<file path="config.mk">
export PLATFORM = sky130hd
export DESIGN_NAME = wced_arith
export DESIGN_NICKNAME = d
export VERILOG_FILES = /design/src/design/wced_pkg.sv /design/src/design/wced_arith.sv
export SDC_FILE = /design/constraint.sdc
export NUM_CORES = 2
export LEC_CHECK = 0
export BUFFER_PORTS_ARGS = -buffer_cell sky130_fd_sc_hd__buf_4
export CORE_AREA = 2 2 351 266
export CTS_BUF_LIST = sky130_fd_sc_hd__clkbuf_16
export CTS_CLUSTER_DIAMETER = 200
export CTS_CLUSTER_SIZE = 20
export DETAILED_ROUTE_END_ITERATION = 6
export DIE_AREA = 0 0 353 268
export HOLD_SLACK_MARGIN = 0.1
export PLACE_DENSITY = 0.53
export SETUP_SLACK_MARGIN = 0.4
export SLEW_MARGIN = 20
export SYNTH_ARGS = -nofsm -noshare
export SYNTH_HDL_FRONTEND = slang
export SYNTH_SLANG_ARGS = --single-unit
</file>
<file path="constraint.sdc">
create_clock -name clk_i -period 8.6 [get_ports clk_i]
set_input_delay 0.86 -clock clk_i [delete_from_list [all_inputs] [get_ports clk_i]]
set_output_delay 0.86 -clock clk_i [all_outputs]
set_load 0.05 [all_outputs]
</file>
<file path="src/design/wced_pkg.sv">
// shared constants, types and codes of the 3x3 window filter
`timescale 1ns / 1ps
`default_nettype none

package wced_pkg;

  localparam int IMAGE_WIDTH  = 640;
  localparam int IMAGE_HEIGHT = 480;

  localparam int COL_W     = $clog2(IMAGE_WIDTH);
  localparam int ROW_W     = $clog2(IMAGE_HEIGHT);
  localparam int PIX_W     = 8;
  localparam int CFG_W     = 24;
  localparam int CFG_IDX_W = 4;
  localparam int PROD_W    = 16;
  localparam int PSUM_W    = PROD_W + 2;
  localparam int SUM_W     = PROD_W + 4;

  localparam logic [CFG_W-1:0] KERNEL_RESET = 24'h010101;

  typedef enum logic [1:0] {
    MODE_CONV   = 2'd0,
    MODE_ERODE  = 2'd1,
    MODE_DILATE = 2'd2,
    MODE_ZERO   = 2'd3
  } mode_e;

  typedef enum logic [CFG_IDX_W-1:0] {
    REG_KERNEL_TOP    = 4'd0,
    REG_KERNEL_MID    = 4'd1,
    REG_KERNEL_BOTTOM = 4'd2,
    REG_OP_MODE       = 4'd3
  } reg_idx_e;

  typedef struct packed {
    logic       keep;
    logic       strb;
    logic [1:0] user;
    logic       last;
    logic [5:0] dest;
  } side_t;

  typedef logic [PIX_W-1:0] pix_t;
  // index 0 is the top (oldest) row
  typedef pix_t [2:0] colv_t;
  // index 0 is the oldest column
  typedef colv_t [2:0] win_t;
  typedef logic [CFG_W-1:0] krow_t;
  // index 0 is the top row
  typedef krow_t [2:0] kernel_t;

endpackage

`default_nettype wire

</file>
<file path="src/design/wced_arith.sv">
// kernel products, reduction and output selection
`timescale 1ns / 1ps
`default_nettype none

module wced_arith import wced_pkg::*; (
  input  wire logic    clk_i,
  input  wire logic    rst_ni,
  input  wire logic    win_valid_i,
  output logic         win_stall_o,
  input  wire win_t    win_i,
  input  wire side_t   side_i,
  input  wire logic    active_i,
  input  wire kernel_t kernel_i,
  input  wire mode_e   mode_i,
  output logic         out_valid_o,
  input  wire logic    out_stall_i,
  output pix_t         pixel_o,
  output side_t        side_o
);

  logic a_valid_q, a_valid_d, a_adv;
  logic b_valid_q, b_valid_d, b_adv;
  logic c_valid_q, c_valid_d, c_adv;
  logic win_accept;

  logic signed [PROD_W-1:0] prod_q [9];
  side_t                    a_side_q, b_side_q, c_side_q;
  logic                     a_act_q, b_act_q;

  logic signed [PSUM_W-1:0] psum_q [3];
  pix_t                     pmin_q [3];
  pix_t                     pmax_q [3];

  pix_t                     pixel_q, pixel_d;

  logic signed [PROD_W:0]   prod_full [9];
  logic signed [PSUM_W-1:0] psum_d [3];
  pix_t                     pmin_d [3];
  pix_t                     pmax_d [3];
  logic signed [SUM_W-1:0]  total;
  logic [SUM_W-4:0]         quot;
  pix_t                     mn, mx;

  assign c_adv       = c_valid_q && !out_stall_i;
  assign b_adv       = b_valid_q && (!c_valid_q || c_adv);
  assign a_adv       = a_valid_q && (!b_valid_q || b_adv);
  assign win_stall_o = a_valid_q && !a_adv;
  assign win_accept  = win_valid_i && !win_stall_o;

  // signed coefficient times unsigned pixel, fits in PROD_W bits
  always_comb begin
    for (int r = 0; r < 3; r++) begin
      for (int c = 0; c < 3; c++) begin
        prod_full[3*r+c] = $signed(kernel_i[r][8*c +: 8]) *
                           $signed({1'b0, win_i[c][r]});
      end
    end
  end

  always_comb begin
    for (int g = 0; g < 3; g++) begin
      psum_d[g] = PSUM_W'(prod_q[3*g]) + PSUM_W'(prod_q[3*g+1]) +
                  PSUM_W'(prod_q[3*g+2]);
      pmin_d[g] = prod_q[3*g][PIX_W-1:0];
      pmax_d[g] = prod_q[3*g][PIX_W-1:0];
      for (int k = 1; k < 3; k++) begin
        if (prod_q[3*g+k][PIX_W-1:0] < pmin_d[g]) pmin_d[g] = prod_q[3*g+k][PIX_W-1:0];
        if (prod_q[3*g+k][PIX_W-1:0] > pmax_d[g]) pmax_d[g] = prod_q[3*g+k][PIX_W-1:0];
      end
    end
  end

  always_comb begin
    total = SUM_W'(psum_q[0]) + SUM_W'(psum_q[1]) + SUM_W'(psum_q[2]);
    quot  = total[SUM_W-1:3];
    mn    = pmin_q[0];
    mx    = pmax_q[0];
    for (int g = 1; g < 3; g++) begin
      if (pmin_q[g] < mn) mn = pmin_q[g];
      if (pmax_q[g] > mx) mx = pmax_q[g];
    end
    pixel_d = '0;
    if (b_act_q) begin
      case (mode_i)
        MODE_CONV: begin
          // a negative sum ends at zero whatever the rounding
          if (total[SUM_W-1]) begin
            pixel_d = '0;
          end else if (quot > (SUM_W-3)'(255)) begin
            pixel_d = 8'hff;
          end else begin
            pixel_d = quot[PIX_W-1:0];
          end
        end
        MODE_ERODE:  pixel_d = mn;
        MODE_DILATE: pixel_d = mx;
        default:     pixel_d = '0;
      endcase
    end
  end

  always_comb begin
    a_valid_d = win_accept ? 1'b1 : (a_adv ? 1'b0 : a_valid_q);
    b_valid_d = a_adv ? 1'b1 : (b_adv ? 1'b0 : b_valid_q);
    c_valid_d = b_adv ? 1'b1 : (c_adv ? 1'b0 : c_valid_q);
  end

  always_ff @(posedge clk_i or negedge rst_ni) begin
    if (!rst_ni) begin
      a_valid_q <= 1'b0;
      b_valid_q <= 1'b0;
      c_valid_q <= 1'b0;
    end else begin
      a_valid_q <= a_valid_d;
      b_valid_q <= b_valid_d;
      c_valid_q <= c_valid_d;
    end
  end

  always_ff @(posedge clk_i) begin
    if (win_accept) begin
      for (int i = 0; i < 9; i++) begin
        prod_q[i] <= prod_full[i][PROD_W-1:0];
      end
      a_side_q <= side_i;
      a_act_q  <= active_i;
    end
    if (a_adv) begin
      for (int g = 0; g < 3; g++) begin
        psum_q[g] <= psum_d[g];
        pmin_q[g] <= pmin_d[g];
        pmax_q[g] <= pmax_d[g];
      end
      b_side_q <= a_side_q;
      b_act_q  <= a_act_q;
    end
    if (b_adv) begin
      pixel_q  <= pixel_d;
      c_side_q <= b_side_q;
    end
  end

  assign out_valid_o = c_valid_q;
  assign pixel_o     = pixel_q;
  assign side_o      = c_side_q;

endmodule

`default_nettype wire

</file>
Word level (Yosys, flattened, before mapping)
Memory sizes are Yosys's and may differ from the RTL's.
Cells that the tools add are included.

storage, ports and cells
  memories kept = 4
  input bits = 162
  flip-flop bits (word level) = 46
  bits in writable memories = 246
  word-level logic and storage cells = 106
  latch bits = 0
  ROM bits = 0
  output and inout port bits = 21

cells by class
  add/subtract/negate cells = 8
  divide/modulo/power cells = 0
  bitwise logic cells = 0
  $mul = 9
  $lt $le $gt $ge = 17
  reductions and logical operators = 16
  mux-type cells = 29
  eq/ne operators = 2
  shift operators = 0

memories
  name    words  width  read ports  clocked after Yosys merged registers in  wr ports  RTL line          source
  prod_q  9      16     9           0                                        9         wced_arith.sv:26  logic signed [PROD_W-1:0] prod_q [9];
  psum_q  3      18     3           0                                        3         wced_arith.sv:30  logic signed [PSUM_W-1:0] psum_q [3];
  pmax_q  3      8      3           0                                        3         wced_arith.sv:32  pix_t pmax_q [3];
  pmin_q  3      8      3           0                                        3         wced_arith.sv:31  pix_t pmin_q [3];

operator list
  kind                                                            count
  multiplier 8 x 9 -> 16 bit                                      9
  2-to-1 mux 8 bit                                                18
  greater-than comparator 8 bit                                   8
  < comparator 8 bit                                              8
  adder 17 x 16 -> 18 bit                                         3
  adder 16 x 16 -> 17 bit                                         3
  case mux 8 bit (3 select lines)                                 1
  adder 19 x 18 -> 20 bit                                         1
  adder 18 x 18 -> 19 bit                                         1
  greater-than comparator 17 x 8 -> 1 bit, second input constant  1
  2-to-1 mux 1 bit                                                10
  nonzero test 2 bit                                              3
  logical AND 1 bit                                               5
  logical NOT 1 bit                                               5
  == test 2 x 1 -> 1 bit, second input constant                   1
  == test 2 bit, second input constant                            1
  logical NOT 2 bit                                               1
  logical OR 1 bit                                                2

Logic depth before layout (Yosys ltp)
  word-level depth = 12
  mapped depth = 20
  mapped depth without buffers = 18

Worst setup path before layout
Ideal clock, no wire load.

  path kind = input to register
  from = input out_stall_i
  to = register a_act_q (enable)
  data required time = 8.065 ns
  setup time = 0.535 ns
  arrival time = 4.578 ns
  setup slack = 3.486 ns
  stages on the path = 2
  buffers on the path = 0
  path through = nand4_1 -> and2_1

on the way
  word-level cells in the longest chain between the ends = 10

ends and longest elaborated chain
  what                  RTL line           source
  start, declared       wced_arith.sv:16   input wire logic out_stall_i,
  logical NOT 1 bit     wced_arith.sv:44   assign c_adv = c_valid_q && !out_stall_i;
  logical AND 1 bit     wced_arith.sv:44
  logical OR 1 bit      wced_arith.sv:45   assign b_adv = b_valid_q && (!c_valid_q || c_adv);
  logical AND 1 bit     wced_arith.sv:45
  logical OR 1 bit      wced_arith.sv:46   assign a_adv = a_valid_q && (!b_valid_q || b_adv);
  logical AND 1 bit     wced_arith.sv:46
  logical NOT 1 bit     wced_arith.sv:47   assign win_stall_o = a_valid_q && !a_adv;
  logical AND 1 bit     wced_arith.sv:47
  logical NOT 1 bit     wced_arith.sv:48   assign win_accept = win_valid_i && !win_stall_o;
  logical AND 1 bit     wced_arith.sv:48
  end signal, assigned  wced_arith.sv:126  a_act_q <= active_i;
  end, declared         wced_arith.sv:28   logic a_act_q, b_act_q;

No other way between the ends.
A chain may end at the register's enable or synchronous reset.

==> results.cfg <==
[synth]
syn_nets = 4651
synthArstFlopShare_pct = 1.03
yosys.area.top_type = edfxtp_1
synth_top_area_share_pct = 24.0
syn_inst = 3563
postSynthAreaPerCell_um2 = 10.2
synth_seq_cells = 292
ys_warn_count = 0
synthTopCellsByArea = edfxtp_1, fa_1, ha_1
seq_area_frac_synth_pct = 24.2
ys.flop_type = edfxtp_1
synth_edf_count = 289
synth_area_mm2 = 0.0362
synthDistinctLibCells = 75

[hold_path]
holdPathStages = 0
hold_class = flop to flop
hold_path_end = b_act_q
worstHoldStart = a_act_q

[clock_tree]
cts-buffers-inserted = 18
clk_path_buf_depth = 3
clock_latency_ps = 540
htree_levels = 1
root_buffer = clkbuf_16
clock_sinks = 292
clk_pin_slew_ps = 100
cts_tree = done

[sta]
relSlewSlack_pct = 31.9
fmax_mhz = 204
fin_crit_ps = 4910
tns_ps = 0
final-max-slew-violation-count = 0
final_hold_viol_count = 0
skew_ps = 16.9
rsz0062_at_grt = false
worst_pin_slew_ps = 1020
timing.final.crit_share_pct = 57.1
finalSetupViolations = 0

[floorplanning]
fp-row-count = 96
ios = 183
start_util_pct = 39.7
die_x_um = 353
fp.dieH_um = 268
core_mm2 = 0.0910
die-area_mm2 = 0.0946

[detailed_routing]
ant_nets = 0
vias = 24300
via_per_inst = 4.86
drc = 0
drt_iter0_drc = 1177
wl_um = 78800
wire_per_inst_um = 15.8
dr.pass1.iters = 5

[critical_path]
path_common_cell = fa_1
path_max_fanout = 8
worstPathRequired_ps = 8980
cpMaxStageDelayCell = or4b_2
timing.rr.start = prod_q[0][113]
cp.arrival_ps = 5290
cp-end-kind = flop
critPathBufInv = 3
r2r-end = pmax_q[0][16]
cp_top_family = adder cells
start_kind = input port
r2r_cells = 17
cpPeakStageDelay_ps = 600
worstSetupPathType = input port to flop
path_cells = buf_4, and2_1, fa_1, inv_1, fa_1, fa_1, fa_1, inv_1, ha_1, nor2b_1, o21ai_0, a21boi_0, o21ai_0, a21boi_0, o21ai_0, or4b_2, o211ai_1
ff2ff_setup_slack_ps = 3740

[finish]
drive_above_1_share_pct = 6.66
syn_to_final_growth_pct = 9.48
nets = 4848

[placement]
port_buffers = 182
place.gp.congestion = 0.835
dp_hpwl_um = 66200

[grt]
grt_pass1_wl_um = 133000
antenna_found_initial = 2
grt_pass1_vias = 24800
grt_max_degree = 67
grt_use_total_pct = 17.2
grt_overflow = 0

[pwr]
switching_share_pct = 47.3
p_sw_mw = 6.91
p_seq_share_pct = 22.1
p_int_mw = 7.71
irDropWorstVdd_mv = 0.204
p_clk_share_pct = 6.1
pwr-share-comb_pct = 71.9
p_leak_nw = 18.9
fin_total_pwr_mw = 14.6
powerDensity_mw_per_mm2 = 369

[flow_run]
cap_violations = 0

[status]
status = finished, final reports clean
[placed cells by master, fill, tap and decap left out, types with 8 or more instances in the layout]
cell type    n
nand2_1    276
mux2_2      14
nand2b_1    77
xnor2_1    115
clkbuf_16   19
and2_1     313
a211oi_1     8
a21o_1      37
a2111oi_0    8
or3_1       36
fa_1       401
o21a_1      22
o22ai_1     12
o311a_1      9
o211ai_1     9
and4_1      10
edfxtp_1   289
nor2_1     126
a21boi_0    26
xor2_1      14
nand3_1     49
ha_1       525
o21ai_0     85
mux2i_1     96
or2_2        9
nand4_1     11
nor2b_1     38
and3_1      23
nor3_1      60
buf_4      188
a21oi_1    104
a31oi_1     17
inv_1      654
[cells in the mapped netlist (14+ instances only)]
cell type	count
mux2i_1	96
or3_1	36
a21oi_1	104
ha_1	525
fa_1	401
and2_1	315
nand3_1	49
nand2_1	276
a21boi_0	27
nor3_1	60
xnor2_1	115
o21ai_0	85
and3_1	23
xor2_1	14
o21a_1	22
mux2_2	14
nand2b_1	77
nor2b_1	38
nor2_1	126
a31oi_1	17
inv_1	647
edfxtp_1	289
a21o_1	37
[layout make-up]
| class | count | area, µm² |
|---|---|---|
| Antenna cell | 2 | 5.00 |
| Fill cell | 8943 | 51400 |
| Sequential cell | 292 | 8750 |
| Clock inverter | 8 | 35.0 |
| Tap cell | 1225 | 1530 |
| Inverter | 647 | 2430 |
| Clock buffer | 19 | 475 |
| Timing Repair Buffer | 189 | 1420 |
| Multi-Input combinational cell | 2612 | 25000 |
[per-stage QoR]
step | utilization [%] | hold slack, ps | instance area, µm² | cells | setup slack [ps]
after floorplan | - | 400 | 36200 | 3563 | 3490
after global placement | 42.9 | 400 | 39100 | 4964 | 3160
after detailed placement | 42.9 | 405 | 39100 | 4964 | 3170
after CTS | 43.5 | 425 | 39600 | 4992 | 3710
after global routing | 43.5 | 428 | 39600 | 4994 | 3340
final | 43.5 | 420 | 39600 | 4994 | 3690
[metal layers]
| layer | wire (µm) | track usage [%] | part of all wire, % | up-vias |
|---|---|---|---|---|
| li1 | - | - | - | 12200 |
| met1 | 42800 | 27.4 | 54 | 11700 |
| met2 | 32900 | 25.9 | 42 | 327 |
| met3 | 2420 | 1.77 | 3.1 | 34 |
| met4 | 639 | 1.90 | 0.81 | 0 |
| met5 | 0 | 0 | 0 | - |
[flip-flops by register name, indices dropped and copies added, names as in the netlist]
name         count
b_valid_q        1
pixel_o          8
b_side_q        11
pmax_q          24
a_act_q          1
out_valid_o      1
b_act_q          1
side_o          11
psum_q          54
a_side_q        11
pmin_q          24
a_valid_q        1
prod_q         144
[how the worst max path moves through the flow]
stage	start	slack, ps	cells after the start	end
final	kernel_i[18]	3690	17	prod_q[0][46]
after CTS	prod_q[0][113]	3710	17	pmax_q[0][16]
after global routing	prod_q[0][49]	3340	18	pmax_q[0][8]
after detailed placement	kernel_i[18]	3170	17	prod_q[0][46]
after floorplan	out_stall_i	3490	2	a_act_q
after global placement	kernel_i[18]	3160	17	prod_q[0][46]
[repair_timing]
| item | in CTS | in global routing |
|---|---|---|
| setup endpoints to repair | 0 | 0 |
| buffers inserted | 0 | 0 |
| hold buffers | 1 | 0 |
| gates resized for setup | 0 | 0 |
| hold endpoints to repair | 3 | 0 |
[power groups by stage]
stage	combinational [mW]	sequential, mW	clock, mW
final	10.5	3.23	0.888
after global routing	12.0	3.30	0.970
after CTS	10.6	3.24	0.929
after detailed placement	10.5	3.26	0
after global placement	10.5	3.27	0
after floorplan	8.01	3.10	0
[cell families (layout without fill, tap and decap cells)]
group	after synthesis	count (layout)	synth area share, %
and+or+nand+nor	1053	1053	15.3
adders and majority gates	926	926	40.3
buffers and inverters	659	863	6.85
AOI/OAI and AO/OA	394	394	7.12
DFF	292	292	24.2
xor gates and xnor gates	129	129	3.12
muxes	110	110	3.09
other	0	2	0
[worst register-to-register path, stage by stage (launching register included)]
cell,delay (ps)
edfxtp_1,510
ha_1,350
nor2b_1,130
o21a_1,110
o21ai_0,60
a21oi_1,220
nand2b_1,440
o21a_1,530
mux2i_1,330
ha_1,280
nor2b_1,130
o21a_1,150
o21ai_0,150
nand2b_1,70
a21oi_1,130
o21ai_0,80
o21ai_1,520
mux2_2,430
Note: power is estimated with default switching activity, not from simulation.
